## src/rtl/kos_pkg.sv

```systemverilog
// Shared constants, types and the LFSR step of the knockout output-queued switch.
// Used by kos_mod_unit and knockout_output_queued_switch; depends on nothing.
package kos_pkg;

    localparam int PORTS       = 8;
    localparam int QUEUE_DEPTH = 16;

    localparam int PORT_W  = $clog2(PORTS);
    localparam int CNT_W   = $clog2(PORTS + 1);
    localparam int QPTR_W  = (QUEUE_DEPTH > 1) ? $clog2(QUEUE_DEPTH) : 1;
    localparam int QCNT_W  = $clog2(QUEUE_DEPTH + 1);
    localparam int MEM_DEPTH = PORTS * QUEUE_DEPTH;
    localparam int MEM_AW  = $clog2(MEM_DEPTH);

    localparam int K_W     = 4;
    localparam int BUF_W   = 5;
    localparam int SLOT_W  = 16;
    localparam int LFSR_W  = 32;
    localparam int DEST_W  = 3;
    localparam int SRC_W   = 3;
    localparam int DELAY_W = 5;
    localparam int LOST_W  = 4;
    localparam int VALID_W = 8;
    localparam int DESTS_W = 24;

    localparam logic [LFSR_W-1:0] LFSR_MASK = 32'hD000_0001;
    localparam logic [LFSR_W-1:0] SEED_RESET = 32'd1;
    localparam logic [K_W-1:0]    K_RESET    = 4'd4;
    localparam logic [BUF_W-1:0]  BUF_RESET  = 5'd4;

    localparam int PADDR_W = 4;
    localparam int PDATA_W = 32;
    localparam int IN_W    = 32;
    localparam int OUT_W   = 24;
    localparam int OUT_PAD_W = OUT_W - (PORT_W + 1 + SRC_W + DELAY_W + 1 + LOST_W);

    typedef enum logic [1:0] {
        REG_K_LIMIT      = 2'd0,
        REG_BUFFER_LIMIT = 2'd1,
        REG_LFSR_SEED    = 2'd2
    } reg_index_t;

    // Input transaction, last field in the low bits.
    typedef struct packed {
        logic [DESTS_W-1:0] arrival_dest;
        logic [VALID_W-1:0] arrival_valid;
    } arrival_t;

    // Result transaction, last field in the low bits.
    typedef struct packed {
        logic [OUT_PAD_W-1:0] pad;
        logic [LOST_W-1:0]    buffer_lost;
        logic                 knocked_out;
        logic [DELAY_W-1:0]   delay;
        logic [SRC_W-1:0]     source_port;
        logic                 sent;
        logic [PORT_W-1:0]    out_port;
    } result_t;

    typedef logic [PORTS-1:0][PORT_W-1:0] src_list_t;

    typedef struct packed {
        logic              start;
        logic [LFSR_W-1:0] dividend;
        logic [CNT_W-1:0]  divisor;
    } mod_req_t;

    typedef struct packed {
        logic              done;
        logic [PORT_W-1:0] rem;
    } mod_resp_t;

    function automatic logic [LFSR_W-1:0] lfsr_next(input logic [LFSR_W-1:0] state);
        logic [LFSR_W-1:0] shifted;
        shifted = state >> 1;
        if (state[0])
        begin
            shifted = shifted ^ LFSR_MASK;
        end
        return shifted;
    endfunction

endpackage

```

## src/rtl/kos_mod_unit.sv

```systemverilog
// Bit-serial remainder unit: random word modulo a small contender count.
// Depends on kos_pkg for widths and the request/response structs.
module kos_mod_unit (
    input  logic               clk,
    input  logic               rst_n,
    input  kos_pkg::mod_req_t  req,
    output kos_pkg::mod_resp_t resp
);

    localparam int BIT_W = $clog2(kos_pkg::LFSR_W);
    localparam int T_W   = kos_pkg::CNT_W + 1;

    logic                         busy_reg;
    logic                         done_reg;
    logic [kos_pkg::LFSR_W-1:0]   shift_reg;
    logic [kos_pkg::PORT_W-1:0]   rem_reg;
    logic [kos_pkg::CNT_W-1:0]    divisor_reg;
    logic [BIT_W-1:0]             bit_cnt_reg;

    logic [T_W-1:0] trial;
    logic [T_W-1:0] reduced;

    // Shift one dividend bit into the partial remainder, subtract when it fits.
    always_comb
    begin
        trial = T_W'({rem_reg, shift_reg[kos_pkg::LFSR_W-1]});
        if (trial >= T_W'(divisor_reg))
        begin
            reduced = trial - T_W'(divisor_reg);
        end
        else
        begin
            reduced = trial;
        end
    end

    always_ff @(posedge clk or negedge rst_n)
    begin
        if (!rst_n)
        begin
            busy_reg    <= 1'b0;
            done_reg    <= 1'b0;
            bit_cnt_reg <= '0;
        end
        else
        begin
            done_reg <= 1'b0;
            if (req.start)
            begin
                busy_reg    <= 1'b1;
                bit_cnt_reg <= '0;
            end
            else if (busy_reg)
            begin
                bit_cnt_reg <= bit_cnt_reg + 1'b1;
                if (bit_cnt_reg == BIT_W'(kos_pkg::LFSR_W - 1))
                begin
                    busy_reg <= 1'b0;
                    done_reg <= 1'b1;
                end
            end
        end
    end

    always_ff @(posedge clk)
    begin
        if (req.start)
        begin
            shift_reg   <= req.dividend;
            divisor_reg <= req.divisor;
            rem_reg     <= '0;
        end
        else if (busy_reg)
        begin
            shift_reg <= shift_reg << 1;
            rem_reg   <= reduced[kos_pkg::PORT_W-1:0];
        end
    end

    assign resp.done = done_reg;
    assign resp.rem  = rem_reg;

endmodule

```

## src/rtl/knockout_output_queued_switch.sv

```systemverilog
// Knockout output-queued switch: one time slot per input transaction, one result per port.
// Per port: gather, check the count against k with one knockout at a time, one enqueue per
// survivor plus a closing step, then the result; a slot is first accepted while idle.
// One slot at a time; a removal is one LFSR step plus the 32-bit serial modulo.
// Reset: async active low; queues empty, slot counter zero, limits 4/4, LFSR state and seed 1.
// Depends on kos_pkg and kos_mod_unit.
module knockout_output_queued_switch (
    input  logic                          clk,
    input  logic                          rst_n,

    // Input slot stream. tdata: arrival_valid[7:0], arrival_dest[31:8]
    input  logic                          s_axis_tvalid,
    output logic                          s_axis_tready,
    input  logic [kos_pkg::IN_W-1:0]      s_axis_tdata,

    // Result stream. tdata: out_port[2:0], sent[3], source_port[6:4], delay[11:7],
    // knocked_out[12], buffer_lost[16:13], zero pad[23:17]
    output logic                          m_axis_tvalid,
    input  logic                          m_axis_tready,
    output logic [kos_pkg::OUT_W-1:0]     m_axis_tdata,
    output logic                          m_axis_tlast,

    // Configuration port
    input  logic                          psel,
    input  logic                          penable,
    input  logic                          pwrite,
    input  logic [kos_pkg::PADDR_W-1:0]   paddr,
    input  logic [kos_pkg::PDATA_W-1:0]   pwdata,
    output logic [kos_pkg::PDATA_W-1:0]   prdata,
    output logic                          pready
);

    typedef enum logic [2:0] {
        ST_IDLE,
        ST_GATHER,
        ST_CHECK,
        ST_MOD,
        ST_ENQ,
        ST_RESULT
    } state_t;

    localparam int KCMP_W = (kos_pkg::CNT_W > kos_pkg::K_W) ? kos_pkg::CNT_W : kos_pkg::K_W;
    localparam int LIM_W  = (kos_pkg::QCNT_W > kos_pkg::BUF_W) ? kos_pkg::QCNT_W
                                                               : kos_pkg::BUF_W;
    localparam int POS_W  = kos_pkg::QCNT_W + 1;
    localparam int ENTRY_W = kos_pkg::PORT_W + kos_pkg::SLOT_W;

    typedef logic [kos_pkg::PORTS-1:0][kos_pkg::QCNT_W-1:0] qcount_arr_t;
    typedef logic [kos_pkg::PORTS-1:0][kos_pkg::QPTR_W-1:0] qhead_arr_t;

    // ---------------------------------------------------------------
    // Registers
    // ---------------------------------------------------------------
    state_t                          state_reg,    state_next;
    kos_pkg::arrival_t               in_reg,       in_next;
    logic [kos_pkg::PORT_W-1:0]      port_reg,     port_next;
    kos_pkg::src_list_t              list_reg,     list_next;
    logic [kos_pkg::CNT_W-1:0]       cnt_reg,      cnt_next;
    logic [kos_pkg::CNT_W-1:0]       enq_idx_reg,  enq_idx_next;
    logic                            knocked_reg,  knocked_next;
    logic [kos_pkg::LOST_W-1:0]      lost_reg,     lost_next;
    qcount_arr_t                     qcount_reg,   qcount_next;
    qhead_arr_t                      qhead_reg,    qhead_next;
    logic [kos_pkg::SLOT_W-1:0]      slot_reg,     slot_next;
    logic [kos_pkg::LFSR_W-1:0]      random_reg,   random_next;
    logic [kos_pkg::K_W-1:0]         k_limit_reg,  k_limit_next;
    logic [kos_pkg::BUF_W-1:0]       buf_limit_reg, buf_limit_next;
    logic [kos_pkg::LFSR_W-1:0]      seed_reg,     seed_next;
    logic                            out_valid_reg, out_valid_next;
    kos_pkg::result_t                out_data_reg, out_data_next;
    logic                            out_last_reg, out_last_next;

    // Queue storage: source port and arrival slot per entry, one ring per output port.
    logic [ENTRY_W-1:0]              queue_mem [kos_pkg::MEM_DEPTH];
    logic [ENTRY_W-1:0]              mem_rd_reg;
    logic                            mem_we;
    logic [kos_pkg::MEM_AW-1:0]      mem_waddr;
    logic [ENTRY_W-1:0]              mem_wdata;
    logic [kos_pkg::MEM_AW-1:0]      mem_raddr;

    // Shared modulo unit
    kos_pkg::mod_req_t               mod_req;
    kos_pkg::mod_resp_t              mod_resp;

    // Combinational helpers
    kos_pkg::src_list_t              gather_list;
    logic [kos_pkg::CNT_W-1:0]       gather_cnt;
    kos_pkg::src_list_t              removed_list;
    logic                            over_limit;
    logic [LIM_W-1:0]                limit_eff;
    logic [kos_pkg::QCNT_W-1:0]      qcount_cur;
    logic [kos_pkg::QPTR_W-1:0]      qhead_cur;
    logic [POS_W-1:0]                tail_sum;
    logic [kos_pkg::QPTR_W-1:0]      tail_pos;
    logic [kos_pkg::QPTR_W-1:0]      head_inc;
    logic [kos_pkg::LFSR_W-1:0]      random_adv;
    logic [kos_pkg::SLOT_W-1:0]      delay_full;
    logic [kos_pkg::DELAY_W-1:0]     delay_sat;
    logic                            cfg_write;
    logic [kos_pkg::LFSR_W-1:0]      seed_load;

    kos_mod_unit u_mod (
        .clk   (clk),
        .rst_n (rst_n),
        .req   (mod_req),
        .resp  (mod_resp)
    );

    // ---------------------------------------------------------------
    // Contender list: inputs addressed to the current port, ascending input order.
    // ---------------------------------------------------------------
    always_comb
    begin
        gather_list = '0;
        gather_cnt  = '0;
        for (int p = 0; p < kos_pkg::PORTS; p++)
        begin
            if (in_reg.arrival_valid[p] &&
                in_reg.arrival_dest[p*kos_pkg::DEST_W +: kos_pkg::DEST_W] ==
                kos_pkg::DEST_W'(port_reg))
            begin
                gather_list[gather_cnt[kos_pkg::PORT_W-1:0]] = kos_pkg::PORT_W'(p);
                gather_cnt = gather_cnt + 1'b1;
            end
        end
    end

    // Knock out the contender at the remainder index: close the gap above it.
    always_comb
    begin
        removed_list = list_reg;
        for (int i = 0; i < kos_pkg::PORTS - 1; i++)
        begin
            if (kos_pkg::PORT_W'(i) >= mod_resp.rem)
            begin
                removed_list[i] = list_reg[i+1];
            end
        end
    end

    // Queue bookkeeping for the port in service.
    always_comb
    begin
        over_limit = KCMP_W'(cnt_reg) > KCMP_W'(k_limit_reg);
        // An occupancy limit above the storage acts as the storage depth.
        if (LIM_W'(buf_limit_reg) > LIM_W'(kos_pkg::QUEUE_DEPTH))
        begin
            limit_eff = LIM_W'(kos_pkg::QUEUE_DEPTH);
        end
        else
        begin
            limit_eff = LIM_W'(buf_limit_reg);
        end
        qcount_cur = qcount_reg[port_reg];
        qhead_cur  = qhead_reg[port_reg];
        tail_sum   = POS_W'(qhead_cur) + POS_W'(qcount_cur);
        if (tail_sum >= POS_W'(kos_pkg::QUEUE_DEPTH))
        begin
            tail_pos = kos_pkg::QPTR_W'(tail_sum - POS_W'(kos_pkg::QUEUE_DEPTH));
        end
        else
        begin
            tail_pos = kos_pkg::QPTR_W'(tail_sum);
        end
        if (qhead_cur == kos_pkg::QPTR_W'(kos_pkg::QUEUE_DEPTH - 1))
        begin
            head_inc = '0;
        end
        else
        begin
            head_inc = qhead_cur + 1'b1;
        end
        mem_raddr = kos_pkg::MEM_AW'(port_reg) * kos_pkg::MEM_AW'(kos_pkg::QUEUE_DEPTH)
                  + kos_pkg::MEM_AW'(qhead_cur);
        random_adv = kos_pkg::lfsr_next(random_reg);
        // Delay wraps in slot-counter width, then saturates to the result field.
        delay_full = kos_pkg::SLOT_W'(slot_reg + kos_pkg::SLOT_W'(1)
                   - mem_rd_reg[kos_pkg::SLOT_W-1:0]);
        if (delay_full > kos_pkg::SLOT_W'({kos_pkg::DELAY_W{1'b1}}))
        begin
            delay_sat = {kos_pkg::DELAY_W{1'b1}};
        end
        else
        begin
            delay_sat = delay_full[kos_pkg::DELAY_W-1:0];
        end
        cfg_write = psel && penable && pwrite;
        seed_load = (pwdata == '0) ? kos_pkg::SEED_RESET : pwdata;
    end

    // ---------------------------------------------------------------
    // Slot sequencer. Per port: gather contenders, knock out one at a time
    // through the modulo unit, enqueue survivors one per cycle (counting as lost
    // those that find the queue full), then pop the head into the output register.
    // ---------------------------------------------------------------
    always_comb
    begin
        state_next     = state_reg;
        in_next        = in_reg;
        port_next      = port_reg;
        list_next      = list_reg;
        cnt_next       = cnt_reg;
        enq_idx_next   = enq_idx_reg;
        knocked_next   = knocked_reg;
        lost_next      = lost_reg;
        qcount_next    = qcount_reg;
        qhead_next     = qhead_reg;
        slot_next      = slot_reg;
        random_next    = random_reg;
        k_limit_next   = k_limit_reg;
        buf_limit_next = buf_limit_reg;
        seed_next      = seed_reg;
        out_valid_next = out_valid_reg;
        out_data_next  = out_data_reg;
        out_last_next  = out_last_reg;
        mem_we         = 1'b0;
        mem_waddr      = kos_pkg::MEM_AW'(port_reg) * kos_pkg::MEM_AW'(kos_pkg::QUEUE_DEPTH)
                       + kos_pkg::MEM_AW'(tail_pos);
        mem_wdata      = {list_reg[enq_idx_reg[kos_pkg::PORT_W-1:0]], slot_reg};
        mod_req        = '0;

        // Drop the held result once the downstream side takes it.
        if (out_valid_reg && m_axis_tready)
        begin
            out_valid_next = 1'b0;
        end

        case (state_reg)
            ST_IDLE:
            begin
                if (s_axis_tvalid)
                begin
                    in_next    = kos_pkg::arrival_t'(s_axis_tdata);
                    port_next  = '0;
                    state_next = ST_GATHER;
                end
            end
            ST_GATHER:
            begin
                list_next    = gather_list;
                cnt_next     = gather_cnt;
                knocked_next = 1'b0;
                lost_next    = '0;
                state_next   = ST_CHECK;
            end
            ST_CHECK:
            begin
                if (over_limit)
                begin
                    // Advance the LFSR and reduce its new value modulo the count.
                    knocked_next     = 1'b1;
                    random_next      = random_adv;
                    mod_req.start    = 1'b1;
                    mod_req.dividend = random_adv;
                    mod_req.divisor  = cnt_reg;
                    state_next       = ST_MOD;
                end
                else
                begin
                    enq_idx_next = '0;
                    state_next   = ST_ENQ;
                end
            end
            ST_MOD:
            begin
                if (mod_resp.done)
                begin
                    list_next  = removed_list;
                    cnt_next   = cnt_reg - 1'b1;
                    state_next = ST_CHECK;
                end
            end
            ST_ENQ:
            begin
                if (enq_idx_reg < cnt_reg)
                begin
                    if (LIM_W'(qcount_cur) < limit_eff)
                    begin
                        mem_we                = 1'b1;
                        qcount_next[port_reg] = qcount_cur + 1'b1;
                    end
                    else if (lost_reg != {kos_pkg::LOST_W{1'b1}})
                    begin
                        lost_next = lost_reg + 1'b1;
                    end
                    enq_idx_next = enq_idx_reg + 1'b1;
                end
                else
                begin
                    // The head read issues in this cycle; data is ready next cycle.
                    state_next = ST_RESULT;
                end
            end
            ST_RESULT:
            begin
                if (!out_valid_reg || m_axis_tready)
                begin
                    out_valid_next              = 1'b1;
                    out_data_next               = '0;
                    out_data_next.out_port      = port_reg;
                    out_data_next.knocked_out   = knocked_reg;
                    out_data_next.buffer_lost   = lost_reg;
                    out_last_next = (port_reg == kos_pkg::PORT_W'(kos_pkg::PORTS - 1));
                    if (qcount_cur != '0)
                    begin
                        out_data_next.sent        = 1'b1;
                        out_data_next.source_port =
                            kos_pkg::SRC_W'(mem_rd_reg[ENTRY_W-1:kos_pkg::SLOT_W]);
                        out_data_next.delay       = delay_sat;
                        qhead_next[port_reg]      = head_inc;
                        qcount_next[port_reg]     = qcount_cur - 1'b1;
                    end
                    if (port_reg == kos_pkg::PORT_W'(kos_pkg::PORTS - 1))
                    begin
                        slot_next  = slot_reg + 1'b1;
                        state_next = ST_IDLE;
                    end
                    else
                    begin
                        port_next  = port_reg + 1'b1;
                        state_next = ST_GATHER;
                    end
                end
            end
            default:
            begin
                state_next = ST_IDLE;
            end
        endcase

        // Register writes must arrive only while the sequencer is idle; the block itself does not enforce it.
        if (cfg_write)
        begin
            case (kos_pkg::reg_index_t'(paddr[3:2]))
                kos_pkg::REG_K_LIMIT:
                begin
                    k_limit_next = pwdata[kos_pkg::K_W-1:0];
                end
                kos_pkg::REG_BUFFER_LIMIT:
                begin
                    buf_limit_next = pwdata[kos_pkg::BUF_W-1:0];
                end
                kos_pkg::REG_LFSR_SEED:
                begin
                    seed_next   = pwdata;
                    random_next = seed_load;
                end
                default:
                begin
                    seed_next = seed_reg;
                end
            endcase
        end
    end

    always_ff @(posedge clk or negedge rst_n)
    begin
        if (!rst_n)
        begin
            state_reg     <= ST_IDLE;
            port_reg      <= '0;
            cnt_reg       <= '0;
            enq_idx_reg   <= '0;
            knocked_reg   <= 1'b0;
            lost_reg      <= '0;
            qcount_reg    <= '0;
            qhead_reg     <= '0;
            slot_reg      <= '0;
            random_reg    <= kos_pkg::SEED_RESET;
            k_limit_reg   <= kos_pkg::K_RESET;
            buf_limit_reg <= kos_pkg::BUF_RESET;
            seed_reg      <= kos_pkg::SEED_RESET;
            out_valid_reg <= 1'b0;
            out_last_reg  <= 1'b0;
        end
        else
        begin
            state_reg     <= state_next;
            port_reg      <= port_next;
            cnt_reg       <= cnt_next;
            enq_idx_reg   <= enq_idx_next;
            knocked_reg   <= knocked_next;
            lost_reg      <= lost_next;
            qcount_reg    <= qcount_next;
            qhead_reg     <= qhead_next;
            slot_reg      <= slot_next;
            random_reg    <= random_next;
            k_limit_reg   <= k_limit_next;
            buf_limit_reg <= buf_limit_next;
            seed_reg      <= seed_next;
            out_valid_reg <= out_valid_next;
            out_last_reg  <= out_last_next;
        end
    end

    // Payload registers hold without reset.
    always_ff @(posedge clk)
    begin
        in_reg       <= in_next;
        list_reg     <= list_next;
        out_data_reg <= out_data_next;
    end

    // Queue memory: one write port, one registered read port at the serviced head.
    always_ff @(posedge clk)
    begin
        if (mem_we)
        begin
            queue_mem[mem_waddr] <= mem_wdata;
        end
        mem_rd_reg <= queue_mem[mem_raddr];
    end

    // Register readback
    always_comb
    begin
        case (kos_pkg::reg_index_t'(paddr[3:2]))
            kos_pkg::REG_K_LIMIT:      prdata = kos_pkg::PDATA_W'(k_limit_reg);
            kos_pkg::REG_BUFFER_LIMIT: prdata = kos_pkg::PDATA_W'(buf_limit_reg);
            kos_pkg::REG_LFSR_SEED:    prdata = seed_reg;
            default:                   prdata = '0;
        endcase
    end

    assign pready        = 1'b1;
    assign s_axis_tready = (state_reg == ST_IDLE);
    assign m_axis_tvalid = out_valid_reg;
    assign m_axis_tdata  = out_data_reg;
    assign m_axis_tlast  = out_last_reg;

endmodule

```

## config.mk

```make
export PLATFORM = sky130hd
export DESIGN_NAME = knockout_output_queued_switch
export DESIGN_NICKNAME = d
export VERILOG_FILES = /design/src/rtl/kos_pkg.sv /design/src/rtl/kos_mod_unit.sv /design/src/rtl/knockout_output_queued_switch.sv
export SDC_FILE = /design/constraint.sdc
export NUM_CORES = 2
export LEC_CHECK = 0
export ABC_AREA = 1
export BUFFER_PORTS_ARGS = -buffer_cell sky130_fd_sc_hd__buf_4
export CAP_MARGIN = 10
export CORE_MARGIN = 2
export CORE_UTILIZATION = 57
export DETAILED_ROUTE_END_ITERATION = 6
export PLACE_DENSITY = 0.76
export RECOVER_POWER = 25
export SYNTH_ARGS = -nofsm -noshare
export SYNTH_HDL_FRONTEND = slang
export SYNTH_HIERARCHICAL = 1
export SYNTH_SLANG_ARGS = --single-unit
```

## constraint.sdc

```tcl
create_clock -name clk -period 6.07 [get_ports clk]
set_input_delay 0.607 -clock clk [delete_from_list [all_inputs] [get_ports clk]]
set_output_delay 0.607 -clock clk [all_outputs]
set_load 0.01 [all_outputs]
```

Word level (Yosys, flattened, before mapping)
Memories as Yosys holds them, arrays and structs flattened. A register that Yosys moved wholly into a read port is not among the register bits. Cells that the tools add are included.

Flip-flop bits (word level): 301. Bits in writable memories: 2432. Bits of input ports: 75. Output and inout port bits: 60. Word-level logic and storage cells: 327. Memories: 1.

Add/subtract/negate cells: 22. Magnitude comparators: 31. Equality and inequality tests: 38. Multiplexer cells: 111. Bitwise operators: 18. Reductions and logical operators: 55.

Memories: queue_mem (words 128, bits a word 19, rd ports 1, clocked after memory_dff 1, write ports 1, RTL line knockout_output_queued_switch.sv:74) `logic [ENTRY_W-1:0] queue_mem [kos_pkg::MEM_DEPTH];`.

Operator list (count): $mux W32 (8); $mux W40 (4); $mux W24 (6); $pmux W32 S3 (1); $bwmux W40 (2); $pmux W40 S2 (1); $mux W37 (2); $mux W3 (24); $mux W4 (17); $demux W3 S3 (7); $or A16 B16 Y16 (3); $pmux W24 S2 (1); $add A4 B1 Y4 const B (10); $lt A3 B4 Y1 const B (9); $ne A2 B2 Y1 const B (18); $bwmux W32 (1); $logic_not A32 Y1 (1); $not A16 Y16 (2); $mux W5 (6); $reduce_and A3 Y1 (10); $and A8 B8 Y8 (3); $eq A3 B3 Y1 (8); $ge A3 B1 Y1 const B (8); $not A8 Y8 (3); 56 further kinds (120).

Logic depth before layout (Yosys ltp)
Depth after elaboration: 23. Mapped depth: 31. Gate-level depth less buffers: 31.

Modules after synthesis
The synthesis kept the hierarchy.

Modules (own cells, without submodules): knockout_output_queued_switch (times used 1, cells an instance 9606, area an instance 111953.6 µm², seq. area each 80161.9 µm²); kos_mod_unit (times used 1, cells an instance 212, area an instance 2075.7 µm², seq. area each 1316.3 µm²).

Least setup slack after synthesis
OpenSTA, ideal clock, no wires.

Path type: flip-flop to flip-flop. Start: register enq_idx_reg[0] (netlist name). End: memory queue_mem[0][16] (netlist name) (data pin). Setup time: 0.969 ns. Data arrival time: 4.787 ns. Required time: 5.101 ns. Path slack: 0.315 ns. Cell stages (with the launch flop): 5. Path buffers: 1. Clock period less this slack: 5.755 ns. Cell sequence: dfrtp_1 -> inv_1 -> clkbuf_1 -> o21ai_0 -> a31oi_1.

Word-level cells in the longest chain between the ends: 2.

Ends and longest elaborated chain: start, declared (RTL line knockout_output_queued_switch.sv:59) `logic [kos_pkg::CNT_W-1:0] enq_idx_reg, enq_idx_next;`; start signal, assigned (RTL line knockout_output_queued_switch.sv:381) `enq_idx_reg <= enq_idx_next;`; $bmux W3 S3 (RTL line knockout_output_queued_switch.sv:219) `mem_wdata = {list_reg[enq_idx_reg[kos_pkg::PORT_W-1:0]], slot_reg};`; $mux W3 (implied by the code) (RTL line knockout_output_queued_switch.sv:219); via mem_wdata[16] (RTL line knockout_output_queued_switch.sv:78) `logic [ENTRY_W-1:0] mem_wdata;`; end, declared (RTL line knockout_output_queued_switch.sv:74).

The timed path passes the listed nets, and every way through them passes these cells. The select of a mux whose other input is x is not followed.

Worst setup path after layout
Start: register port_reg[1] (netlist name). End: memory queue_mem[124][18] (netlist name), enable pin.

Word-level cells in the longest chain between the ends: 8. Elaborated cells between the ends (all ways): 15. Those cells by class: 3 x add/sub; 2 x order compare; 10 x mux.

Ends and longest elaborated chain: start, declared (RTL line knockout_output_queued_switch.sv:56) `logic [kos_pkg::PORT_W-1:0] port_reg, port_next;`; start signal, assigned (RTL line knockout_output_queued_switch.sv:379) `port_reg <= port_next;`; branches (longest 8 deep; another with $add A7 B4 Y7).

Several ways; the timed one is not identified. The select of a mux whose other input is x is not followed.

==> reports/summary.txt <==
status: finished with violations
failing checks: design-rule violations, max-capacitance violations, max-slew violations
fraction of the cycle the final worst path needs: 97.1%
cell area after layout: 128,000 µm²
CP required: 6.67 ns
dpl cell area: 119,000 µm²
Critical Path AT: 6.50 ns
Final Max Tran Viols: 1,191
Residual DRC: 4
Max clock buf depth: 4
Synth Area in Simple Gates: 15.5%
Post-Route Utilization: 64.4%
DRT Pass-1 Iters: 7
CTS resizes: 0
final setup margin: 0.175 ns
largest net degree at the start of global routing: 162
Most flops, register: queue_mem
cts bufs inserted: 293
Root Buffer: clkbuf_16
Starting DRT DRC Count: 11,300
Fin Setup TNS: 0 ns
area fraction of the dominant cell type after synthesis: 66.9%
initial antenna violation count: 14
Setup CP Type: flop to flop
top-count cell post-synth: edfxtp_1
DPL Wire Length: 180,000 µm
max-cap violation count: 19
DR vias/cell: 6.12
die width: 451 µm
worst slew pin tran: 3.87 ns
Die H: 451 µm
WL/cell: 24.5 µm
Max Freq: 0.170 GHz
Worst setup SP type: flop
clock sink count: 2,752
total gr overflow: 0
largest family of logic cells by synthesized area: simple AND/OR/NAND/NOR gates
Initial Utilization: 57.2%
Worst-Skew Late Latency: 0.93 ns
Pleak: 45.8 nW
CP Capture Type: flop
Pwr per Cell Area: 562 nW/µm²
area fraction in compound gates after synthesis: 7.87%
Fin Clk Skew: 0.0534 ns
Clock transition at path regs: 0.06 ns
ys async rst share: 6.87%
Main synth FF type: edfxtp_1
I/O Buffers: 124
routed wire length: 317,000 µm
gr usage total: 30.6%
Vias: 79,000
antenna-violating nets left: 0
Post-Synth XOR/XNOR Area: 0.338%
RSZ-0062 raised after global routing: false
post-synthesis mux area share: 0.0691%
synthesized area: 114,000 µm²
Final Hold Fails: 0
Synth warnings: 6
share of layout cells above drive strength 1: 10.1%
CTS tree: done
post-synthesis area per instance: 11.6 µm²
most frequent cells after synthesis: edfxtp_1, nand2_1, nor2_1
core area: 199,000 µm²
Final nets: 10,200
area of the die: 204,000 µm²
max reg flops: 2,432
Final setup violation count: 0
HP Class: primary input to flop
Filler Cells Inserted: 14,100
Slew headroom: -158%
I/O pin cnt: 135
CTS HTree Levels: 5
area delta synth->final: 12.5%
post-synthesis cell type with the largest combined area: edfxtp_1
vias in the first global route: 76,700
post-synthesis sequential area ratio: 71.5%
library cells used by synthesis: 56
number of synthesized flops with an enable pin: 2,541
DP Worst Slack: 0.468 ns
crit path time final: 5.90 ns
Syn Inst Count: 9,818
maximum vdd drop: 0.000766 V
gpl congestion: 0.906
# rows: 164
#FFs+latches synth: 2,752
Worst R2R Setup Slack: 0.17 ns
first-pass GRT wire length: 470,000 µm
Worst Path Max Fanout: 15
top post-synthesis cells by area: edfxtp_1, nand2_1, nor2_1
Synth Area in Adders: 0.601%
==> timing repair <==
item,CTS,global route
hold buffers,64,0
endpoints found under the hold margin,180,0
setup buffers,0,0
==> critical path, stage by stage (launching register included) <==
cell and delay (ns):
dfrtp_1 0.39, clkbuf_1 0.55, nor2_2 0.14, nand2_2 0.45
o22ai_1 0.14, a21oi_1 0.23, nand3_4 0.27, ha_1 0.42
a21oi_1 0.14, nand2_1 0.08, xor2_1 0.18, or2_1 0.12
nand2_1 0.51, inv_2 0.73, nand2_1 0.42, nor2_2 0.41
buf_4 0.33
==> worst paths after layout <==
| path | startpoint | end | depth (start not counted) |
|---|---|---|---|
| setup reg to reg | port_reg[1]$_DFFE_PN0P_ | queue_mem[124][18]$_DFFE_PP_ | 16 |
| min in group asynchronous | rst_n | qcount_reg[23]$_DFFE_PN0P_ | 2 |
| max in group asynchronous | rst_n | k_limit_reg[3]$_DFFE_PN0P_ | 3 |
| setup / recovery | port_reg[1]$_DFFE_PN0P_ | queue_mem[124][18]$_DFFE_PP_ | 16 |
| hold / removal | pwdata[25] | random_reg[25]$_DFF_PN0_ | 3 |
| hold reg to reg | knocked_reg$_DFFE_PN0P_ | m_axis_tdata[12]$_DFFE_PP_ | 0 |
==> cell usage in the layout, fill, tap and decap left out, types with 88 or more instances in the layout <==
cell and count:
nor2_2 118, a21oi_1 236, o211ai_1 303, inv_1 564, nand2_1 1829, o22ai_1 88, o21ai_1 95, clkbuf_16 304
dfrtp_1 180, nor2_1 1128, o21ai_0 763, edfxtp_1 2541, nand3_1 876, clkbuf_1 108, buf_4 330
==> through the flow <==
step,instances,hold WS [ns],power (mW)
after global routing,12900,0.0395,75.4
after CTS,12900,0.00387,71.5
final,12900,0.0602,72.1
after floorplan,9825,0.311,43.6
after detailed placement,12300,0.458,54.6
after global placement,12300,0.456,53.7
==> layer usage <==
| metal | wire (µm) | global-route usage, % | vias up |
|---|---|---|---|
| met1 | 116000 | 40.5 | 38400 |
| li1 | - | - | 35000 |
| met2 | 149000 | 49.1 | 4844 |
| met4 | 16600 | 15.0 | 10 |
| met5 | 67 | 0 | - |
| met3 | 34800 | 5.82 | 863 |
==> cell type report <==
| type | count | area [µm²] | share of cell area (%) |
|---|---|---|---|
| clock inverters | 110 | 840 | 0.654 |
| inverters | 592 | 2250 | 1.76 |
| multi-input cells | 5915 | 28200 | 22.0 |
| well taps | 2656 | 3320 | 2.59 |
| clock buffers | 393 | 8030 | 6.26 |
| repair buffers | 492 | 4160 | 3.24 |
| flip-flops and latches | 2752 | 81500 | 63.5 |
| diodes | 6 | 15.0 | 0.0117 |
==> logic make-up after synthesis <==
family	count (synthesis)
compound gates	1572
xor+xnor	44
fa+ha+maj	53
buf+inv	1158
flops	2752
mux	7
other cells	2
simple gates	4230
==> where the power goes <==
group | internal, mW | total [mW] | leakage [nW] | switching, mW
Clock | 9.76 | 16.9 | 4.32 | 7.13
Combinational | 8.42 | 32.2 | 17.7 | 23.8
Sequential | 22.5 | 22.9 | 23.8 | 0.439
Total | 40.7 | 72.1 | 45.8 | 31.4
Power figures use the tool's default switching activity.
